[src/hdl/bha_pkg.sv]
// ----------------------------------------------------------------------------
// bha_pkg
// shared types and constants for the button hold and auto-repeat detector
// ----------------------------------------------------------------------------
package bha_pkg;

	localparam int NUM_BUTTONS = 4;
	localparam int BTN_W       = 4;
	localparam int BTN_IDX_W   = 2;
	localparam int DUR_W       = 32;
	localparam int CFG_W       = 16;
	localparam int CNT_W       = 8;
	localparam int CFG_IDX_W   = 1;

	localparam logic [BTN_W-1:0] BTN_MASK =
		(NUM_BUTTONS >= BTN_W) ? {BTN_W{1'b1}} : BTN_W'((1 << NUM_BUTTONS) - 1);

	localparam logic [CFG_IDX_W-1:0] REG_FIRE_RATE   = 1'b0;
	localparam logic [CFG_IDX_W-1:0] REG_FIRST_DELAY = 1'b1;

	localparam logic [CFG_W-1:0] FIRE_RATE_RST   = 16'd200;
	localparam logic [CFG_W-1:0] FIRST_DELAY_RST = 16'd1000;

	typedef struct packed {
		logic busy;
		logic done;
	} div_stat_t;

endpackage

[src/hdl/bha_div.sv]
// ----------------------------------------------------------------------------
// bha_div
// bit-serial restoring divider, one quotient bit per cycle
// ----------------------------------------------------------------------------
module bha_div
	import bha_pkg::*;
(
	input  logic             clk,
	input  logic             arst_n,
	input  logic             start,
	input  logic [DUR_W-1:0] dividend,
	input  logic [CFG_W-1:0] divisor,
	output logic [DUR_W-1:0] quotient,
	output div_stat_t        stat
);

	localparam int STEP_W = $clog2(DUR_W);
	localparam logic [STEP_W-1:0] LAST_STEP = STEP_W'(DUR_W - 1);

	logic [DUR_W-1:0]  dq_q;
	logic [CFG_W-1:0]  rem_q;
	logic [STEP_W-1:0] step_q;
	logic              busy_q;
	logic              done_q;
	logic [CFG_W:0]    trial;
	logic [CFG_W:0]    diff;
	logic              ge;

	assign trial = {rem_q, dq_q[DUR_W-1]};
	assign diff  = trial - {1'b0, divisor};
	assign ge    = (trial >= {1'b0, divisor});

	always_ff @(posedge clk) begin
		if (start) begin
			dq_q  <= dividend;
			rem_q <= '0;
		end else if (busy_q) begin
			dq_q  <= {dq_q[DUR_W-2:0], ge};
			rem_q <= ge ? diff[CFG_W-1:0] : trial[CFG_W-1:0];
		end
	end

	always_ff @(posedge clk or negedge arst_n) begin
		if (!arst_n) begin
			busy_q <= 1'b0;
			done_q <= 1'b0;
			step_q <= '0;
		end else begin
			done_q <= 1'b0;
			if (start) begin
				busy_q <= 1'b1;
				step_q <= '0;
			end else if (busy_q) begin
				step_q <= step_q + 1'b1;
				if (step_q == LAST_STEP) begin
					busy_q <= 1'b0;
					done_q <= 1'b1;
				end
			end
		end
	end

	assign quotient  = dq_q;
	assign stat.busy = busy_q;
	assign stat.done = done_q;

	a_start_busy: assert property (@(posedge clk) disable iff (!arst_n)
		start |=> busy_q) else $error("divider not busy after start");
	a_done_idle: assert property (@(posedge clk) disable iff (!arst_n)
		done_q |-> !busy_q) else $error("divider done while busy");
	a_last_done: assert property (@(posedge clk) disable iff (!arst_n)
		(busy_q && !start && step_q == LAST_STEP) |=> done_q)
		else $error("divider missed done");

endmodule

[src/hdl/button_hold_autorepeat.sv]
// ----------------------------------------------------------------------------
// button_hold_autorepeat
// hold and auto-repeat event detector for a small set of buttons
// ----------------------------------------------------------------------------
// flow: without a division an accepted word passes through the done state to the registered
//   output; otherwise the bit-serial divider runs first, one quotient bit per duration bit
// throughput: one word at a time, next word taken once the result is registered
// reset: repeat count 0, fire rate 200, first delay 1000, output empty
// ----------------------------------------------------------------------------
module button_hold_autorepeat
	import bha_pkg::*;
(
	input  logic                 clk,
	input  logic                 arst_n,
	input  logic                 s_tvalid,
	output logic                 s_tready,
	// watched_button, held_mask, starting_mask, held_duration_ms
	input  logic [47:0]          s_tdata,
	output logic                 m_tvalid,
	input  logic                 m_tready,
	// hold_event
	output logic [7:0]           m_tdata,
	input  logic                 cfg_wr_en,
	input  logic [CFG_IDX_W-1:0] cfg_addr,
	input  logic [CFG_W-1:0]     cfg_wdata
);

	localparam logic [1:0] ST_IDLE = 2'd0;
	localparam logic [1:0] ST_DIV  = 2'd1;
	localparam logic [1:0] ST_DONE = 2'd2;

	logic [1:0]       state_q;
	logic [CFG_W-1:0] fire_rate_q;
	logic [CFG_W-1:0] first_delay_q;
	logic [CNT_W-1:0] repeat_q;
	logic             fire_q;
	logic             out_valid_q;
	logic             out_event_q;

	logic [BTN_IDX_W-1:0] watched;
	logic [BTN_W-1:0]     held;
	logic [BTN_W-1:0]     starting;
	logic [DUR_W-1:0]     duration;
	logic [BTN_W-1:0]     self_bit;
	logic                 eligible;
	logic [DUR_W:0]       diff;
	logic [CFG_W-1:0]     rate_eff;
	logic                 s_accept;
	logic                 div_start;
	logic [DUR_W-1:0]     quot;
	div_stat_t            div_stat;
	logic                 q_reached;
	logic                 out_free;

	assign watched  = s_tdata[1:0];
	assign held     = s_tdata[5:2] & BTN_MASK;
	assign starting = s_tdata[9:6] & BTN_MASK;
	assign duration = s_tdata[41:10];

	assign self_bit = BTN_W'(1) << watched;
	assign eligible = (int'(watched) < NUM_BUTTONS) && ((held & self_bit) != '0)
		&& (((held | starting) & ~self_bit) == '0);
	assign diff     = {1'b0, duration} - {{(DUR_W-CFG_W+1){1'b0}}, first_delay_q};
	assign rate_eff = (fire_rate_q == '0) ? CFG_W'(1) : fire_rate_q;

	assign s_tready  = (state_q == ST_IDLE);
	assign s_accept  = s_tvalid && s_tready;
	assign div_start = s_accept && eligible && !diff[DUR_W];
	assign out_free  = !out_valid_q || m_tready;
	assign q_reached = (quot[DUR_W-1:CNT_W] != '0) || (quot[CNT_W-1:0] >= repeat_q);

	bha_div u_div (
		.clk      (clk),
		.arst_n   (arst_n),
		.start    (div_start),
		.dividend (diff[DUR_W-1:0]),
		.divisor  (rate_eff),
		.quotient (quot),
		.stat     (div_stat)
	);

	always_ff @(posedge clk or negedge arst_n) begin
		if (!arst_n) begin
			fire_rate_q   <= FIRE_RATE_RST;
			first_delay_q <= FIRST_DELAY_RST;
		end else if (cfg_wr_en) begin
			unique case (cfg_addr)
				REG_FIRE_RATE:   fire_rate_q   <= cfg_wdata;
				REG_FIRST_DELAY: first_delay_q <= cfg_wdata;
				default: ;
			endcase
		end
	end

	always_ff @(posedge clk or negedge arst_n) begin
		if (!arst_n) begin
			state_q     <= ST_IDLE;
			repeat_q    <= '0;
			fire_q      <= 1'b0;
			out_valid_q <= 1'b0;
			out_event_q <= 1'b0;
		end else begin
			if (state_q == ST_DONE && out_free)
				out_valid_q <= 1'b1;
			else if (m_tready)
				out_valid_q <= 1'b0;
			unique case (state_q)
				ST_IDLE: begin
					if (s_accept) begin
						if (held == '0)
							repeat_q <= '0;
						fire_q  <= 1'b0;
						state_q <= div_start ? ST_DIV : ST_DONE;
					end
				end
				ST_DIV: begin
					if (div_stat.done) begin
						fire_q <= q_reached;
						if (q_reached)
							repeat_q <= quot[CNT_W-1:0] + 1'b1;
						state_q <= ST_DONE;
					end
				end
				ST_DONE: begin
					if (out_free) begin
						out_event_q <= fire_q;
						state_q     <= ST_IDLE;
					end
				end
				default: state_q <= ST_IDLE;
			endcase
		end
	end

	assign m_tvalid = out_valid_q;
	assign m_tdata  = {7'd0, out_event_q};

	a_div_alive: assert property (@(posedge clk) disable iff (!arst_n)
		(state_q == ST_DIV) |-> (div_stat.busy || div_stat.done))
		else $error("waiting on idle divider");
	a_accept_leaves_idle: assert property (@(posedge clk) disable iff (!arst_n)
		s_accept |=> (state_q != ST_IDLE)) else $error("accept did not start work");
	a_done_emits: assert property (@(posedge clk) disable iff (!arst_n)
		(state_q == ST_DONE && out_free) |=> (m_tvalid && state_q == ST_IDLE))
		else $error("result not registered");
	a_div_only_when_idle: assert property (@(posedge clk) disable iff (!arst_n)
		div_start |-> !div_stat.busy) else $error("divider restarted while busy");

endmodule
[config.mk]
export PLATFORM = sky130hd
export DESIGN_NAME = button_hold_autorepeat
export DESIGN_NICKNAME = d
export VERILOG_FILES = /design/src/hdl/bha_pkg.sv /design/src/hdl/bha_div.sv /design/src/hdl/button_hold_autorepeat.sv
export SDC_FILE = /design/constraint.sdc
export NUM_CORES = 1
export LEC_CHECK = 0
export BUFFER_PORTS_ARGS = -buffer_cell sky130_fd_sc_hd__buf_2
export CELL_PAD_IN_SITES_DETAIL_PLACEMENT = 1
export CELL_PAD_IN_SITES_GLOBAL_PLACEMENT = 1
export CORE_MARGIN = 2
export CORE_UTILIZATION = 49
export DETAILED_ROUTE_END_ITERATION = 6
export PLACE_DENSITY = 0.95
export SETUP_SLACK_MARGIN = 0.05
export SKIP_CTS_REPAIR_TIMING = 1
export SYNTH_ARGS = -nofsm -noshare
export SYNTH_HDL_FRONTEND = slang
export SYNTH_SLANG_ARGS = --single-unit
[constraint.sdc]
create_clock -name clk -period 7.6 [get_ports clk]
set_input_delay 1.14 -clock clk [delete_from_list [all_inputs] [get_ports clk]]
set_output_delay 1.14 -clock clk [all_outputs]
set_load 0.01 [all_outputs]
Word-level counts from Yosys, hierarchy flattened:

Cells that the tools add are included.

* multipliers: 0
* mux-type cells: 27
* magnitude comparators: 2
* equal/unequal tests: 8
* reductions and logical operators: 24
* add/sub/neg operators: 4
* bitwise operators: 5
* div/mod/pow operators: 0
* shifts and indexed selects: 1

Operators by type and width (number)
* $mux W32: 2
* $sub A32 B16 Y33: 1
* $mux W16: 2
* $mux W8: 4
* $reduce_bool A24 Y1: 1
* $ge A17 B16 Y1: 1
* $logic_not A16 Y1: 1
* $pmux W8 S2: 1
* $sub A16 B16 Y16: 1
* $mux W1: 10
* $mux W5: 2
* $add A8 B1 Y8 const B: 1
* $and A4 B4 Y4: 2
* $ge A8 B8 Y1: 1
* $logic_not A4 Y1: 2
* $mux W2: 4
* $ne A2 B1 Y1 const B: 3
* $pmux W2 S3: 1
* $reduce_and A2 Y1: 3
* $reduce_and A3 Y1: 2
* $reduce_bool A2 Y1: 3
* $add A5 B1 Y5 const B: 1
* $eq A5 B5 Y1 const B: 1
* $logic_and A1 B1 Y1: 5
* 13 further kinds: 16

* flip-flop bits (word level): 100
* logic and storage cells: 83
* bits in read-only memories: 0
* memory bits (writable): 0
* memories: 0
* output and inout bits: 10
* latch bits: 0

Depth between registers and ports, before layout:

Gate-level depths: netlist of run 1.

* word-level depth: 10
* mapped depth: 13

By module:

A second synthesis of run 1 with hierarchy kept.

* cell total of the unflattened synthesis: 714
* area total of the unflattened synthesis: 6914.1 um^2

By module, submodules not included
* button_hold_autorepeat: times used 1, area an instance 3604.7 um^2, seq. area each 1137.3 um^2, cells an instance 405
* bha_div: times used 1, area an instance 3309.4 um^2, seq. area each 1456.4 um^2, cells an instance 309

Least setup slack after synthesis of run 1:

OpenSTA, ideal clock, no wires.

* path type: in2reg
* from: in s_tdata[31]
* to: reg u_div.dq_q[0] (netlist: u_div.quotient[0]) (enable)
* slack: 3604 ps
* buffers on the path: 2
* stages: 7
* data required time: 7121 ps
* setup time: 479 ps
* data arrival time: 3517 ps
* cells stage by stage: or3_4 > or4_4 > buf_6 > or4_4 > nand3_2 > buf_2 > nand2_1

* cells in the longest elaborated chain, start to end: 4

RTL lines
* start: declaration: RTL line button_hold_autorepeat.sv:18 `input logic [47:0] s_tdata,`
* $sub A32 B16 Y33: RTL line button_hold_autorepeat.sv:63 `assign diff = {1'b0, duration} - {{(DUR_W-CFG_W+1){1'b0}}, first_delay_q};`
* $logic_not A1 Y1: RTL line button_hold_autorepeat.sv:68 `assign div_start = s_accept && eligible && !diff[DUR_W];`
* $logic_and A1 B1 Y1: RTL line button_hold_autorepeat.sv:68
* $reduce_bool A2 Y1 (no source line)
* end signal: assignment: RTL line bha_div.sv:35 `dq_q <= dividend;`
* end signal: assignment: RTL line bha_div.sv:38 `dq_q <= {dq_q[DUR_W-2:0], ge};`
* end: declaration: RTL line bha_div.sv:20 `logic [DUR_W-1:0] dq_q;`

Every way passes these cells.
A chain may end at the register's enable or synchronous reset.

Worst setup path after layout of run 1:

* from: in s_tdata[10]
* to: reg u_div.dq_q[15] (netlist: u_div.quotient[15]) (enable)

Same word-level chain as after synthesis.

==> results of run 1 <==
cells in the mapped netlist (all sizes together), types with 10 or more instances:
| cell | number | area, µm² |
|---|---|---|
| edfxtp | 32 | 960.9 |
| nand2 | 79 | 296.5 |
| mux2i | 21 | 210.2 |
| clkbuf | 13 | 50.04 |
| dfrtp | 43 | 1076 |
| dfxtp | 16 | 320.3 |
| nor4 | 16 | 100.1 |
| nor2 | 50 | 187.7 |
| o21ai | 67 | 335.3 |
| ha | 43 | 538.0 |
| buf | 16 | 112.6 |
| nand3 | 16 | 85.08 |
| xnor2 | 26 | 227.7 |
| and3 | 12 | 80.08 |
| xor2 | 23 | 201.4 |
| a21oi | 44 | 224.0 |
| mux2 | 20 | 225.2 |
| inv | 51 | 191.4 |
| nor3 | 10 | 50.05 |
cell usage in the layout (no fill, tap or decap), types with 10 or more instances in the layout:
master    Yosys  layout
o21ai_0      58      58
nor4_1       16      16
xor2_1       23      23
and3_1       11      11
nand2_1      79      79
ha_1         43      43
buf_2         6      66
inv_1        51      51
a21oi_1      43      43
dfxtp_1      16      16
nor2_1       50      50
nor3_1       10      10
nand3_1      15      15
mux2_2       20      20
edfxtp_1     32      32
mux2i_1      21      21
xnor2_1      26      26
dfrtp_1      43      43
cell type report:
type / count / area, µm² / share of cell area [%]
multi-input combinational: 537 / 3626 / 49.85
sequential: 100 / 2594 / 35.66
clock inverter: 3 / 22.52 / 0.3097
inverter: 51 / 191.4 / 2.632
timing repair buffer: 71 / 367.9 / 5.058
tap: 176 / 220.2 / 3.028
clock buffer: 13 / 251.5 / 3.458
worst max-delay path: stages:
cell,delay [ns]
buf_2,0.07
inv_1,0.04
ha_1,0.23
fa_1,0.40
nand2b_1,0.20
a21oi_1,0.28
o21ai_1,0.25
o211ai_1,0.39
nand3_2,0.39
buf_4,0.42
nand2_1,0.14
buf_4,0.40
through the flow:
step           area (µm²)  instances  worst slack (ns)
2_1_floorplan        6574        717             3.604
3_3_place_gp         6999        935             3.089
3_5_place_dp         6999        935             2.944
4_1_cts              7273        951             3.280
5_1_grt              7273        951             2.985
6_report             7273        951             3.224
kinds of logic after synthesis:
family / count (synthesis) / synth area share, %
simple gates: 221 / 16.25
other cells: 1 / 0.05724
compound gates: 174 / 16.67
xor+xnor: 49 / 6.551
mux: 41 / 6.646
buf+inv: 80 / 5.405
fa+ha+maj: 45 / 8.824
flops: 100 / 39.59
power by group through the flow:
stage               Sequential [mW]  Clock, mW  Combinational (mW)
floorplan                     0.755          0               0.731
global placement              0.772          0               0.885
detailed placement            0.786          0               0.966
CTS                           0.777      0.443               0.989
global route                  0.791      0.463                1.10
finish                        0.780      0.438               0.997
routing by layer:
metal / vias to the layer above / GRT usage (%) / wire (µm)
li1: 2639 / - / -
met1: 2788 / 32.99 / 7726
met2: 187 / 48.89 / 9612
met3: 47 / 4.135 / 914
met4: 2 / 9.779 / 472
met5: - / 0 / 13
path summary, 6_finish.rpt:
| path | depth (start not counted) | slack, ns | endpoint |
|---|---|---|---|
| setup / recovery | 12 | 3.22 | u_div.quotient[15] |
| hold / removal | 1 | 0.51 | out_event_q |
| setup reg to reg | 10 | 3.74 | u_div.quotient[15] |
| hold reg to reg | 1 | 0.51 | out_event_q |
| max in group asynchronous | 2 | 6.24 | fire_rate_q[9] |
| min in group asynchronous | 2 | 0.91 | u_div.step_q[3] |
state kept, by name, summed over array words and instances (netlist names):
name	cells
repeat_q	8
fire_rate_q	16
u_div.rem_q	16
u_div.done_q	1
u_div.busy_q	1
u_div.step_q	5
first_delay_q	16
m_tvalid	1
out_event_q	1
fire_q	1
state_q	2
u_div.quotient	32
==> qor.csv, run 1 <==
metric,value,unit
status,"finished, final reports clean",
num_vias,5663,
clock.fmax,228.5,MHz
grt_pass1_wl,30.59,mm
yosys.cell_types.count,66,
core_area,13140,µm²
crit_required,7.60,ns
fin_tns_setup,0,ns
p_clk_share,19.8,%
hold_start,out_event_q,
peakVddDrop,0.1845,mV
drt_iter0_markers,308,
cts_root_buf,clkbuf_16,
min_period_over_period,57.58,%
ys.flop_type,dfrtp_1,
rsz0062_at_grt,false,
power,2.215,mW
worstSetupEndpointType,flip-flop,
r2r-start,first_delay_q[0],
tritoncts,built,
ys_warn_count,0,
internal_power,1.331,mW
cts_buffers,9,
start_util,49.87,%
p_switching,0.8840,mW
drtAntennaViolNets,0,
viasPerCell,5.955,
ys_seq_area_share,39.59,%
period_minus_slack,4.376,ns
min_path_type,flip-flop to flip-flop,
drv_cap,0,
ios,80,
synth-async-reset-ratio,52.00,%
path_max_fanout,43,
p_sw_share,39.92,%
setup_viol,0,
cts_buffer_depth,2,
synth_edf_count,32,
avgRoutedWirePerCell,19.71,µm
drc_errors,0,
grt_antenna_before_repair,1,
netlist_instances,711,
cts.clk_slew.worst_paths,0.07,ns
ys_seq_elements,100,
path_class,input pin to flip-flop,
fin_nets,885,
area_growth,11.02,%
synth.cell_area,6551,µm²
fillers,1574,
p_seq_share,35.2,%
die_y,119.6,µm
cp.arrival,4.38,ns
die_w,119.6,µm
fin_util,55.36,%
cts.sinks,100,
hold_viol_final,0,
post-dp-hpwl,14.20,mm
slew_violations,0,
cts_htree_levels,3,
setup.worst_path.start,s_tdata[10],
grt_pass1_vias,6054,
io_buffers,66,
diodes,0,
combPwrFrac,45.0,%
p_leak,3.262,nW
track_usage,27.20,%
rows,42,
slew_headroom,47.46,%
syn_area_per_cell,9.214,µm²
tightest_slew,0.7862,ns
die_area,14310,µm²
overflow,0,
grt_max_degree,53,
power.density,304.5,nW/µm²
drt-total-wl,18.74,mm
finClkSkew,0.008988,ns
firstDrtPassIters,5,
gp_congestion,0.9176,
layout-drive-gt1-share,17.03,%
start_kind,input pin,
clk_latency,0.36,ns
holdWs,0.5065,ns
No activity file was read; power rests on OpenSTA's default activity.
==> inputs of run 2 (changes only) <==
--- a/config.mk
+++ b/config.mk
@@ -9,9 +9,9 @@
 export CELL_PAD_IN_SITES_DETAIL_PLACEMENT = 1
 export CELL_PAD_IN_SITES_GLOBAL_PLACEMENT = 1
 export CORE_MARGIN = 2
-export CORE_UTILIZATION = 49
+export CORE_UTILIZATION = 45
 export DETAILED_ROUTE_END_ITERATION = 6
-export PLACE_DENSITY = 0.95
+export PLACE_DENSITY = 0.91
 export SETUP_SLACK_MARGIN = 0.05
 export SKIP_CTS_REPAIR_TIMING = 1
 export SYNTH_ARGS = -nofsm -noshare
==> constraint.sdc (replaced) <==
create_clock -name clk -period 4.1 [get_ports clk]
set_input_delay 0.615 -clock clk [delete_from_list [all_inputs] [get_ports clk]]
set_output_delay 0.615 -clock clk [all_outputs]
set_load 0.01 [all_outputs]
==> qor.csv, run 2 (synthesized netlist as in run 1, its figures left out) <==
metric,value,unit,change
path_max_fanout,5,,-88%
timing.rr.end,u_div.rem_q[6],,
die_y,124.7,µm,+4.2%
crit_chain,nor4_1 -> a41o_1 -> ha_1 -> nor2b_1 -> o31a_1 -> o31ai_1 -> nand2_1 -> a41oi_1 -> nand2_1 -> buf_4 -> mux2i_1 -> a211oi_1,,
cts_root_buf,clkbuf_16,,
tightest_slew,1.085,ns,+0.2985 ns
drv_cap,0,,unchanged
path_buf_inv,1,,-3
clk_latency,0.36,ns,about the same
p_leak,3.281,nW,+0.59%
path_class,flip-flop to flip-flop,,
layout-drive-gt1-share,17.63,%,+0.60 points
peakVddDrop,0.3673,mV,+99%
fin_tns_setup,0,ns,unchanged
cts_buffer_depth,2,,unchanged
slew_violations,0,,unchanged
die_w,124.7,µm,+4.2%
hold_viol_final,0,,unchanged
io_buffers,66,,unchanged
crit_top_cell,nand2_1,,
layout_common_cells,"nand2_1, buf_2, o21ai_0",,
cts_htree_levels,3,,unchanged
track_usage,23.54,%,-3.7 points
ios,80,,unchanged
status,"finished, final reports clean",,
die_area,15540,µm²,+8.6%
grt_antenna_before_repair,0,,-1
r2r-start,fire_rate_q[8],,
rsz0062_at_grt,false,,
grt_max_degree,37,,-30%
worst-r2r-setup-slack,0.54,ns,-3.20 ns
cts.sinks,100,,unchanged
diodes,0,,unchanged
drt-total-wl,17.76,mm,-5.2%
crit_family,compound AO/OA/AOI/OAI gates,,
avgRoutedWirePerCell,18.48,µm,-6.2%
clock.fmax,280.7,MHz,
worst_slack,0.5378,ns,-2.686 ns
layout_commonest_cell,nand2_1,,
cts_buffers,9,,unchanged
gp_congestion,0.8559,,-6.7%
drt_iter0_markers,253,,-18%
firstDrtPassIters,4,,-1
worstSetupEndpointType,flip-flop,,
core_area,14370,µm²,+9.4%
grt_pass1_vias,5780,,-4.5%
tritoncts,built,,
drc_errors,0,,unchanged
num_vias,5507,,-2.8%
cts.clk_slew.worst_paths,0.07,ns,about the same
power,4.077,mW,+84%
period_minus_slack,3.562,ns,
grt_pass1_wl,29.30,mm,-4.2%
start_kind,flip-flop,,
drtAntennaViolNets,0,,unchanged
crit_required,4.37,ns,-3.23 ns
cp.arrival,3.83,ns,-0.55 ns
crit_slowest_cell,nor4_1,,
rows,44,,+4.8%
viasPerCell,5.730,,-3.8%
start_util,45.59,%,-4.3 points
power.density,558.4,nW/µm²,+83%
slew_headroom,27.36,%,-20 points
fin_nets,887,,+0.23%
reg2reg_depth,12,,+2
setup_viol,0,,unchanged
min_path_type,input pin to asynchronous set/reset pin,,
slowest_delay,0.57,ns,+0.15 ns
area_growth,11.46,%,
finClkSkew,0.007693,ns,-0.001294 ns
min_period_over_period,86.88,%,
dp_slack,0.4116,ns,-2.532 ns
post-dp-hpwl,13.91,mm,-2.1%
largest_reg_flops,32,,unchanged
overflow,0,,unchanged
[run 2: final cells by class]
class                   count  area [µm²]
multi-input cells         537        3628
clock buffers              10       239.0
well taps                 184       230.2
inverters                  51       191.4
flip-flops and latches    100        2594
repair buffers             73       382.9
fillers                  1684        7067
clock inverters             6       36.28
[run 2: how the worst max path moves through the flow]
stage / startpoint / end / slack (ns) / cells after the start
floorplan: s_tdata[31] / u_div.quotient[0] / 0.63 / 7
global placement: s_tdata[10] / u_div.quotient[21] / 0.54 / 11
detailed placement: s_tdata[10] / u_div.quotient[21] / 0.41 / 11
CTS: fire_rate_q[8] / u_div.rem_q[6] / 0.62 / 12
global route: fire_rate_q[8] / u_div.rem_q[6] / 0.32 / 12
finish: fire_rate_q[8] / u_div.rem_q[6] / 0.54 / 12
[run 2: worst register-to-register path, delay by kind of cell (launching register included)]
| family | cells | cell delay (ns) |
|---|---|---|
| buf+inv | 1 | 0.23 |
| compound gates | 5 | 1.56 |
| flops | 1 | 0.39 |
| simple gates | 4 | 1.00 |
| mux | 1 | 0.13 |
| fa+ha+maj | 1 | 0.16 |
[run 2: per-stage QoR]
step,util (%),cell area [µm²],hold slack [ns],instances
after detailed placement,48.90,7027,0.4980,945
final,50.82,7302,0.2648,961
after global placement,48.90,7027,0.4877,945
after CTS,50.82,7302,0.2734,961
after floorplan,-,6574,0.3194,717
after global routing,50.82,7302,0.2992,961
[run 2: routing by layer]
layer,vias up,track usage (%),routed length [µm]
li1,2641,-,-
met1,2708,29.48,7805
met2,122,40.82,8784
met4,0,9.385,489
met3,36,3.479,681
met5,-,0,0
[run 2: where the power goes]
part | switching, mW | total, mW | leakage (nW) | internal [mW]
logic | 1.04 | 1.82 | 2.08 | 0.772
clock network | 0.399 | 0.828 | 0.143 | 0.429
registers | 0.161 | 1.43 | 1.06 | 1.27
